[src/sv/pl0_pkg.sv]
// ----------------------------------------------------------------------------
// PL/0 P-machine package
// Shared sizes, instruction codes, error codes, state and command types.
// ----------------------------------------------------------------------------
package pl0_pkg;

  // Sizes of the stack and the code space.
  localparam int STACK_DEPTH = 2048;
  localparam int SAW         = $clog2(STACK_DEPTH);
  localparam int CODE_DEPTH  = 512;
  localparam int PCW         = $clog2(CODE_DEPTH);
  localparam int MAX_LEVEL   = 7;
  localparam int LVLW        = 3;

  // Major opcodes.
  localparam logic [3:0] OP_LIT = 4'd0;
  localparam logic [3:0] OP_OPR = 4'd1;
  localparam logic [3:0] OP_LOD = 4'd2;
  localparam logic [3:0] OP_STO = 4'd3;
  localparam logic [3:0] OP_CAL = 4'd4;
  localparam logic [3:0] OP_INC = 4'd5;
  localparam logic [3:0] OP_JMP = 4'd6;
  localparam logic [3:0] OP_JPC = 4'd7;
  localparam logic [3:0] OP_SIO = 4'd8;

  // Sub-operations of OPR.
  localparam logic [3:0] OPR_RET = 4'd0;
  localparam logic [3:0] OPR_NEG = 4'd1;
  localparam logic [3:0] OPR_ADD = 4'd2;
  localparam logic [3:0] OPR_SUB = 4'd3;
  localparam logic [3:0] OPR_MUL = 4'd4;
  localparam logic [3:0] OPR_DIV = 4'd5;
  localparam logic [3:0] OPR_ODD = 4'd6;
  localparam logic [3:0] OPR_MOD = 4'd7;
  localparam logic [3:0] OPR_EQL = 4'd8;
  localparam logic [3:0] OPR_NEQ = 4'd9;
  localparam logic [3:0] OPR_LSS = 4'd10;
  localparam logic [3:0] OPR_LEQ = 4'd11;
  localparam logic [3:0] OPR_GTR = 4'd12;
  localparam logic [3:0] OPR_GEQ = 4'd13;

  // Sub-operations of SIO.
  localparam logic [3:0] SIO_WRITE = 4'd0;
  localparam logic [3:0] SIO_READ  = 4'd1;
  localparam logic [3:0] SIO_HALT  = 4'd2;

  // Error codes.
  localparam logic [2:0] ERR_NONE  = 3'd0;
  localparam logic [2:0] ERR_OPR   = 3'd1;
  localparam logic [2:0] ERR_SIO   = 3'd2;
  localparam logic [2:0] ERR_DIV0  = 3'd3;
  localparam logic [2:0] ERR_RANGE = 3'd4;

  typedef enum logic [4:0] {
    S_CLEAR, S_IDLE, S_DEC, S_WALK, S_WALK_CK, S_LOD_W, S_STO_W,
    S_CAL2, S_CAL3, S_CAL4, S_RET1, S_RET2, S_NEG, S_ODD,
    S_B1, S_B2, S_ALU, S_DIV, S_WRB, S_JPC, S_SIO_W, S_FIN
  } state_t;

  typedef enum logic [3:0] {
    A_SP, A_SPM1, A_SPP1, A_SPP2, A_SPP3, A_SPP4, A_BP2, A_BP3, A_LINK, A_EA, A_CLR
  } addr_sel_t;

  typedef enum logic [3:0] {
    WD_M, WD_INV, WD_ZERO, WD_B, WD_BP, WD_PC, WD_RES, WD_RD, WD_NEG, WD_ODD
  } wd_sel_t;

  typedef enum logic [2:0] {SP_HOLD, SP_INC, SP_DEC, SP_ADDM, SP_RET} sp_op_t;
  typedef enum logic [1:0] {PC_HOLD, PC_M, PC_X} pc_op_t;
  typedef enum logic [1:0] {BP_HOLD, BP_SPP1, BP_RD} bp_op_t;

  // Commands from the controller to the datapath.
  typedef struct packed {
    logic       accept;
    addr_sel_t  addr_sel;
    logic       mem_wr;
    wd_sel_t    wd_sel;
    sp_op_t     sp_op;
    pc_op_t     pc_op;
    bp_op_t     bp_op;
    logic       walk_init;
    logic       walk_step;
    logic       x_ld;
    logic       y_ld;
    logic       res_ld;
    logic       div_start;
    logic       res_div_ld;
    logic       err_ld;
    logic [2:0] err_code;
    logic       halt_ld;
    logic       out_set;
    logic       out_ld;
    logic       clr_step;
  } cmd_t;

  // Status from the datapath to the controller.
  typedef struct packed {
    logic [3:0] op;
    logic [3:0] m_lo;
    logic       m_hi_zero;
    logic       sp_full;
    logic       sp_ge1;
    logic       sp_ge2;
    logic       sp4_ok;
    logic       ret_ok;
    logic       link_ok;
    logic       rd_ok;
    logic       ea_ok;
    logic       inc_ok;
    logic       rd_zero;
    logic       y_zero;
    logic       lvl_zero;
    logic       div_done;
    logic       out_free;
    logic       clr_last;
  } sts_t;

  // Two-operand ALU for add, subtract and the compares.
  function automatic logic [31:0] alu(input logic [3:0] sub, input logic [31:0] a,
                                      input logic [31:0] b);
    logic [31:0] r;
    r = '0;
    case (sub)
      OPR_ADD: r = a + b;
      OPR_SUB: r = a - b;
      OPR_EQL: r = {31'd0, a == b};
      OPR_NEQ: r = {31'd0, a != b};
      OPR_LSS: r = {31'd0, $signed(a) < $signed(b)};
      OPR_LEQ: r = {31'd0, $signed(a) <= $signed(b)};
      OPR_GTR: r = {31'd0, $signed(a) > $signed(b)};
      OPR_GEQ: r = {31'd0, $signed(a) >= $signed(b)};
      default: r = '0;
    endcase
    return r;
  endfunction

endpackage

[src/sv/pl0_ctrl.sv]
// ----------------------------------------------------------------------------
// PL/0 controller
// Sequences each instruction as memory reads, checks and writes.
// ----------------------------------------------------------------------------
module pl0_ctrl import pl0_pkg::*; (
  input  logic clk,
  input  logic rst_n,
  input  logic in_valid,
  output logic in_stall,
  input  sts_t sts,
  output cmd_t cmd
);

  state_t state_r, state_nxt;

  always_ff @(posedge clk) begin
    if (!rst_n) begin
      state_r <= S_CLEAR;
    end else begin
      state_r <= state_nxt;
    end
  end

  // Next state and commands.
  always_comb begin
    state_nxt    = state_r;
    cmd          = '0;
    cmd.addr_sel = A_SP;
    cmd.wd_sel   = WD_ZERO;
    cmd.sp_op    = SP_HOLD;
    cmd.pc_op    = PC_HOLD;
    cmd.bp_op    = BP_HOLD;
    cmd.err_code = ERR_NONE;
    in_stall     = 1'b1;

    unique case (state_r)
      S_CLEAR: begin
        cmd.addr_sel = A_CLR;
        cmd.wd_sel   = WD_ZERO;
        cmd.mem_wr   = 1'b1;
        cmd.clr_step = 1'b1;
        if (sts.clr_last) begin
          state_nxt = S_IDLE;
        end
      end

      S_IDLE: begin
        in_stall = 1'b0;
        if (in_valid) begin
          cmd.accept = 1'b1;
          state_nxt  = S_DEC;
        end
      end

      S_DEC: begin
        state_nxt = S_FIN;
        unique case (sts.op)
          OP_LIT: begin
            if (sts.sp_full) begin
              cmd.err_ld = 1'b1; cmd.err_code = ERR_RANGE;
            end else begin
              cmd.addr_sel = A_SPP1; cmd.wd_sel = WD_M; cmd.mem_wr = 1'b1;
              cmd.sp_op = SP_INC;
            end
          end
          OP_OPR: begin
            if (!sts.m_hi_zero) begin
              cmd.err_ld = 1'b1; cmd.err_code = ERR_OPR;
            end else begin
              case (sts.m_lo) inside
                OPR_RET: begin
                  if (!sts.ret_ok) begin
                    cmd.err_ld = 1'b1; cmd.err_code = ERR_RANGE;
                  end else begin
                    cmd.addr_sel = A_BP3; state_nxt = S_RET1;
                  end
                end
                OPR_NEG: begin
                  cmd.addr_sel = A_SP; state_nxt = S_NEG;
                end
                OPR_ODD: begin
                  if (!sts.sp_ge1) begin
                    cmd.err_ld = 1'b1; cmd.err_code = ERR_RANGE;
                  end else begin
                    cmd.addr_sel = A_SP; state_nxt = S_ODD;
                  end
                end
                OPR_ADD, OPR_SUB, OPR_MUL, OPR_DIV, OPR_MOD, OPR_EQL, OPR_NEQ,
                OPR_LSS, OPR_LEQ, OPR_GTR, OPR_GEQ: begin
                  if (!sts.sp_ge2) begin
                    cmd.err_ld = 1'b1; cmd.err_code = ERR_RANGE;
                  end else begin
                    cmd.addr_sel = A_SPM1; state_nxt = S_B1;
                  end
                end
                default: begin
                  cmd.err_ld = 1'b1; cmd.err_code = ERR_OPR;
                end
              endcase
            end
          end
          OP_LOD, OP_CAL: begin
            cmd.walk_init = 1'b1; state_nxt = S_WALK;
          end
          OP_STO: begin
            if (!sts.sp_ge1) begin
              cmd.err_ld = 1'b1; cmd.err_code = ERR_RANGE;
            end else begin
              cmd.walk_init = 1'b1; state_nxt = S_WALK;
            end
          end
          OP_INC: begin
            if (sts.inc_ok) begin
              cmd.sp_op = SP_ADDM;
            end else begin
              cmd.err_ld = 1'b1; cmd.err_code = ERR_RANGE;
            end
          end
          OP_JMP: cmd.pc_op = PC_M;
          OP_JPC: begin
            if (!sts.sp_ge1) begin
              cmd.err_ld = 1'b1; cmd.err_code = ERR_RANGE;
            end else begin
              cmd.addr_sel = A_SP; state_nxt = S_JPC;
            end
          end
          OP_SIO: begin
            if (sts.m_hi_zero && sts.m_lo == SIO_WRITE) begin
              if (!sts.sp_ge1) begin
                cmd.err_ld = 1'b1; cmd.err_code = ERR_RANGE;
              end else begin
                cmd.addr_sel = A_SP; state_nxt = S_SIO_W;
              end
            end else if (sts.m_hi_zero && sts.m_lo == SIO_READ) begin
              if (sts.sp_full) begin
                cmd.err_ld = 1'b1; cmd.err_code = ERR_RANGE;
              end else begin
                cmd.addr_sel = A_SPP1; cmd.wd_sel = WD_INV; cmd.mem_wr = 1'b1;
                cmd.sp_op = SP_INC;
              end
            end else if (sts.m_hi_zero && sts.m_lo == SIO_HALT) begin
              cmd.halt_ld = 1'b1;
            end else begin
              cmd.halt_ld = 1'b1; cmd.err_ld = 1'b1; cmd.err_code = ERR_SIO;
            end
          end
          default: begin
            cmd.err_ld = 1'b1; cmd.err_code = ERR_OPR;
          end
        endcase
      end

      // Static link walk, then the address phase of lod, sto and cal.
      S_WALK: begin
        if (!sts.lvl_zero) begin
          if (!sts.link_ok) begin
            cmd.err_ld = 1'b1; cmd.err_code = ERR_RANGE; state_nxt = S_FIN;
          end else begin
            cmd.addr_sel = A_LINK; state_nxt = S_WALK_CK;
          end
        end else if (sts.op == OP_LOD) begin
          if (!sts.ea_ok || sts.sp_full) begin
            cmd.err_ld = 1'b1; cmd.err_code = ERR_RANGE; state_nxt = S_FIN;
          end else begin
            cmd.addr_sel = A_EA; state_nxt = S_LOD_W;
          end
        end else if (sts.op == OP_STO) begin
          if (!sts.ea_ok) begin
            cmd.err_ld = 1'b1; cmd.err_code = ERR_RANGE; state_nxt = S_FIN;
          end else begin
            cmd.addr_sel = A_SP; state_nxt = S_STO_W;
          end
        end else begin
          if (!sts.sp4_ok) begin
            cmd.err_ld = 1'b1; cmd.err_code = ERR_RANGE; state_nxt = S_FIN;
          end else begin
            cmd.addr_sel = A_SPP1; cmd.wd_sel = WD_ZERO; cmd.mem_wr = 1'b1;
            state_nxt = S_CAL2;
          end
        end
      end

      S_WALK_CK: begin
        if (!sts.rd_ok) begin
          cmd.err_ld = 1'b1; cmd.err_code = ERR_RANGE; state_nxt = S_FIN;
        end else begin
          cmd.walk_step = 1'b1; state_nxt = S_WALK;
        end
      end

      S_LOD_W: begin
        cmd.addr_sel = A_SPP1; cmd.wd_sel = WD_RD; cmd.mem_wr = 1'b1;
        cmd.sp_op = SP_INC; state_nxt = S_FIN;
      end

      S_STO_W: begin
        cmd.addr_sel = A_EA; cmd.wd_sel = WD_RD; cmd.mem_wr = 1'b1;
        cmd.sp_op = SP_DEC; state_nxt = S_FIN;
      end

      // Call frame: static link, dynamic link, return address.
      S_CAL2: begin
        cmd.addr_sel = A_SPP2; cmd.wd_sel = WD_B; cmd.mem_wr = 1'b1;
        state_nxt = S_CAL3;
      end
      S_CAL3: begin
        cmd.addr_sel = A_SPP3; cmd.wd_sel = WD_BP; cmd.mem_wr = 1'b1;
        state_nxt = S_CAL4;
      end
      S_CAL4: begin
        cmd.addr_sel = A_SPP4; cmd.wd_sel = WD_PC; cmd.mem_wr = 1'b1;
        cmd.bp_op = BP_SPP1; cmd.pc_op = PC_M; state_nxt = S_FIN;
      end

      // Return: read return address, then dynamic link.
      S_RET1: begin
        cmd.x_ld = 1'b1; cmd.addr_sel = A_BP2; state_nxt = S_RET2;
      end
      S_RET2: begin
        state_nxt = S_FIN;
        if (!sts.rd_ok) begin
          cmd.err_ld = 1'b1; cmd.err_code = ERR_RANGE;
        end else begin
          cmd.sp_op = SP_RET; cmd.bp_op = BP_RD; cmd.pc_op = PC_X;
        end
      end

      S_NEG: begin
        cmd.addr_sel = A_SP; cmd.wd_sel = WD_NEG; cmd.mem_wr = 1'b1;
        state_nxt = S_FIN;
      end
      S_ODD: begin
        cmd.addr_sel = A_SP; cmd.wd_sel = WD_ODD; cmd.mem_wr = 1'b1;
        state_nxt = S_FIN;
      end

      // Binary operations: fetch both operands, compute, write back.
      S_B1: begin
        cmd.x_ld = 1'b1; cmd.addr_sel = A_SP; state_nxt = S_B2;
      end
      S_B2: begin
        cmd.y_ld = 1'b1; state_nxt = S_ALU;
      end
      S_ALU: begin
        if (sts.m_lo == OPR_DIV || sts.m_lo == OPR_MOD) begin
          if (sts.y_zero) begin
            cmd.err_ld = 1'b1; cmd.err_code = ERR_DIV0; state_nxt = S_FIN;
          end else begin
            cmd.div_start = 1'b1; state_nxt = S_DIV;
          end
        end else begin
          cmd.res_ld = 1'b1; state_nxt = S_WRB;
        end
      end
      S_DIV: begin
        if (sts.div_done) begin
          cmd.res_div_ld = 1'b1; state_nxt = S_WRB;
        end
      end
      S_WRB: begin
        cmd.addr_sel = A_SPM1; cmd.wd_sel = WD_RES; cmd.mem_wr = 1'b1;
        cmd.sp_op = SP_DEC; state_nxt = S_FIN;
      end

      S_JPC: begin
        if (sts.rd_zero) begin
          cmd.pc_op = PC_M;
        end
        cmd.sp_op = SP_DEC; state_nxt = S_FIN;
      end

      S_SIO_W: begin
        cmd.out_set = 1'b1; cmd.sp_op = SP_DEC; state_nxt = S_FIN;
      end

      // Hand the result beat to the output register.
      S_FIN: begin
        if (sts.out_free) begin
          cmd.out_ld = 1'b1; state_nxt = S_IDLE;
        end
      end

      default: state_nxt = S_IDLE;
    endcase
  end

endmodule
[config.mk]
export PLATFORM = sky130hd
export DESIGN_NAME = pl0_ctrl
export DESIGN_NICKNAME = d
export VERILOG_FILES = /design/src/sv/pl0_pkg.sv /design/src/sv/pl0_ctrl.sv
export SDC_FILE = /design/constraint.sdc
export NUM_CORES = 1
export LEC_CHECK = 0
export BUFFER_PORTS_ARGS = -buffer_cell sky130_fd_sc_hd__buf_2
export CORE_AREA = 5 5 66 68
export DETAILED_ROUTE_END_ITERATION = 6
export DIE_AREA = 0 0 71 73
export MAX_ROUTING_LAYER = met4
export PLACE_DENSITY = 0.76
export SLEW_MARGIN = 20
export SYNTH_ARGS = -nofsm -noshare
export SYNTH_HDL_FRONTEND = slang
export SYNTH_SLANG_ARGS = --single-unit
[constraint.sdc]
create_clock -name clk -period 2.5 [get_ports clk]
set_clock_uncertainty 0.1 [all_clocks]
set_input_delay 0.5 -clock clk [delete_from_list [all_inputs] [get_ports clk]]
set_output_delay 0.5 -clock clk [all_outputs]
set_load 0.1 [all_outputs]
==> flow_summary.yaml <==
status:
  status: "finished, violations left"
  violations: "DRC, setup timing"
sta:
  finalWorstSetupSlack_ns: -0.402
  setup_viol: 16
  slew_viol_final: 0
  tightestPinTransition_ns: 0.493
  fmaxAchievable_mhz: 345
  hold_ws_ns: 0.473
  fin_crit_sh: 1.16
  tns_ns: -2.70
  rsz0062_at_grt: "true"
  layout_min_cycle_time_ns: 2.90
  slew_headroom: 0.674
  hold_viol_final: 0
clock_network:
  clkTransAtPathRegs_ns: 0.05
  cts_tree: "yes"
  h-tree-depth: 1
  clock_sinks: 5
  cts_buffer_depth: 2
  insertion_delay_ns: 0.24
  clockRootBuffer: "clkbuf_8"
  cts_buffers: 3
global_routing:
  grt_util_met3: 0.0496
  grt_use_met1: 0.399
  use_met2: 0.602
  grt.busiest_layer: "met2"
  grt_start_max_net_pins: 24
  grt_pass1_wl_um: 14500
  grt_pass1_vias: 2818
  antenna_found_initial: 0
  grt_overflow_total: 0
  gr-usage-all-layers: 0.366
critical_path:
  start_kind: "primary input"
  cp.required_ns: 1.90
  critical_path_depth: 7
  critPathCaptureType: "output port"
  worstReg2RegStart: "state_r[1]"
  worstSetupEndpoint: "cmd[27]"
  path_class: "in2out"
  path_buf_inv: 2
  cpMaxStageDelayCell: "or4_4"
  worst-r2r-setup-slack_ns: 0.39
  r2r-end: "state_r[1]"
  cp.arrival_ns: 2.30
  crit_fanout: 2
  crit_chain: "buf_6 -> or3b_4 -> or4_4 -> o21ba_1 -> o32a_1 -> o21ai_4 -> buf_12"
  crit_family: "simple AND/OR/NAND/NOR gates"
  cp_slowest_stage_delay_ns: 0.44
  cp-startpoint: "sts[23]"
  r2r_cells: 7
cells_and_area:
  finish.instance_area_um2: 3480
  reg.largest.list: "state_r (5)"
  layout_common_cells: "55 x buf_4, 32 x nand2_1, 32 x buf_12"
  seq_area_um2: 105
  fin_nets: 401
  drive_gt1_frac: 0.542
  largest_reg_flops: 5
  nFillCells: 148
  top_register: "state_r"
  multi_input_area_um2: 1890
  area_growth_pct: 116
  mostFrequentLayoutCell: "buf_4"
  diodes: 0
job:
  maxCapViolations: 0
floorplan:
  rows: 23
  die_h_um: 73
  die_area_um2: 5180
  coreArea_um2: 3800
  initial_core_util: 0.425
  die_w_um: 71
  pin_count: 60
yosys:
  syn_area_per_cell_um2: 5.97
  synth_edf_count: 0
  ys_seq_area_frac: 0.0621
  synth_xor_area_frac: 0.00543
  synthFlopType: "dfxtp_1"
  yosys.area_share.simple: 0.417
  synth.yosys.warnings: 0
  synth_cell_type_count: 62
  synth-async-reset-ratio: 0
  syn_area_um2: 1610
  synth_compound_area_frac: 0.405
  synth-seq-cells: 5
  synth_adder_area_share: 0
  synthMuxAreaShare: 0.0256
  synth_fp_nets: 297
  syn-instance-count: 270
  synth_top_family_by_area: "simple AND/OR/NAND/NOR gates"
detailed_routing:
  totalWireLength_um: 11700
  drtPass1Iterations: 7
  via_count: 3211
  routedWlPerCell_um: 27.5
  viasPerCell: 7.59
  drc_errors: 14
  ant_nets: 0
  drt_iter0_drc: 727
pwr:
  p_leak_nw: 1.41
  finalPower_mw: 0.846
  comb_power_share: 0.696
  switching_share: 0.514
  p_int_mw: 0.411
  powerDensity_nw_per_um2: 243
  ir_drop_uv: 157
  p_clk_frac: 0.197
  p_switching_mw: 0.435
  seqPwrFrac: 0.107
hold_path:
  hold_class: "in2reg"
  min_path_cells: 2
placement:
  gp_congestion: 0.941
  portBuffers: 59
  dpl.hpwl_um: 5560
  placed_cell_area_um2: 3010
-- cells by family after synthesis --
kind of cell,count (synthesis)
AND/OR/NAND/NOR,129
AO/OA/AOI/OAI,97
buffers and inverters,34
flip-flops,5
multiplexers,4
XOR/XNOR,1
-- cells in the mapped netlist (2+ instances only) --
| master | count | area (µm²) |
|---|---|---|
| nor2b_1 | 9 | 56.3 |
| nand4b_1 | 2 | 17.5 |
| or3_1 | 3 | 18.8 |
| o221ai_1 | 3 | 26.3 |
| a21o_1 | 2 | 15.0 |
| and3b_1 | 2 | 17.5 |
| nand3_1 | 8 | 40.0 |
| inv_1 | 8 | 30.0 |
| dfxtp_1 | 5 | 100 |
| a31oi_1 | 7 | 43.8 |
| o2111ai_1 | 2 | 17.5 |
| clkbuf_1 | 21 | 78.8 |
| buf_4 | 2 | 15.0 |
| o32ai_1 | 4 | 35.0 |
| a32oi_1 | 4 | 35.0 |
| mux2i_1 | 3 | 30.0 |
| o31ai_1 | 2 | 15.0 |
| and3_1 | 6 | 37.5 |
| nor2_1 | 23 | 86.3 |
| o22ai_1 | 4 | 25.0 |
| a211oi_1 | 2 | 15.0 |
| o21ai_0 | 17 | 85.1 |
| nand2_1 | 36 | 135 |
| nand2b_1 | 9 | 56.3 |
| nor4b_1 | 3 | 26.3 |
| nor3_1 | 16 | 80.1 |
| o21a_1 | 4 | 30.0 |
| a21oi_1 | 22 | 110 |
| o21ai_1 | 4 | 20.0 |
| o211ai_1 | 4 | 30.0 |
| a221oi_1 | 2 | 17.5 |
-- per-layer routing --
metal,vias to the layer above,share of wire
met4,0,0.11
li1,1226,-
met2,398,0.44
met1,1422,0.31
met3,165,0.13
met5,-,0
-- worst min path at each step --
stage                     startpoint         end  slack, ns
after CTS                      rst_n  state_r[3]       0.46
after detailed placement       rst_n  state_r[3]       0.68
final                          rst_n  state_r[3]       0.47
after global placement    state_r[4]  state_r[0]       0.64
after floorplan                rst_n  state_r[1]       0.52
after global routing           rst_n  state_r[3]       0.45
-- power groups by stage --
stage	clock (mW)	sequential (mW)	combinational, mW
5_1_grt	0.189	0.0905	0.599
3_5_place_dp	0	0.0901	0.482
6_report	0.167	0.0907	0.588
3_3_place_gp	0	0.0898	0.474
4_1_cts	0.156	0.0893	0.511
2_1_floorplan	0	0.0886	0.307
-- layout make-up --
type | count | share of cell area
timing repair buffer | 124 | 0.384
inverter | 9 | 0.0119
sequential | 5 | 0.0302
multi-input combinational | 231 | 0.543
clock buffer | 4 | 0.0129
tap | 50 | 0.0180
-- what timing repair did --
action | in CTS | in global routing
hold buffers | 0 | 0
gates resized for setup | 32 | 34
pin swaps | 14 | 10
setup buffers | 8 | 10
hold endpoints to repair | 0 | 0
endpoints found under the setup margin | 12 | 15
-- through the flow --
| stage | cells | utilization | worst slack (ns) |
|---|---|---|---|
| 2_1_floorplan | 270 | - | -0.572 |
| 3_3_place_gp | 402 | 0.793 | -0.363 |
| 3_5_place_dp | 402 | 0.793 | -0.376 |
| 4_1_cts | 413 | 0.859 | -0.351 |
| 5_1_grt | 423 | 0.917 | -0.454 |
| 6_report | 423 | 0.917 | -0.402 |
No activity file was read; power rests on OpenSTA's default activity.
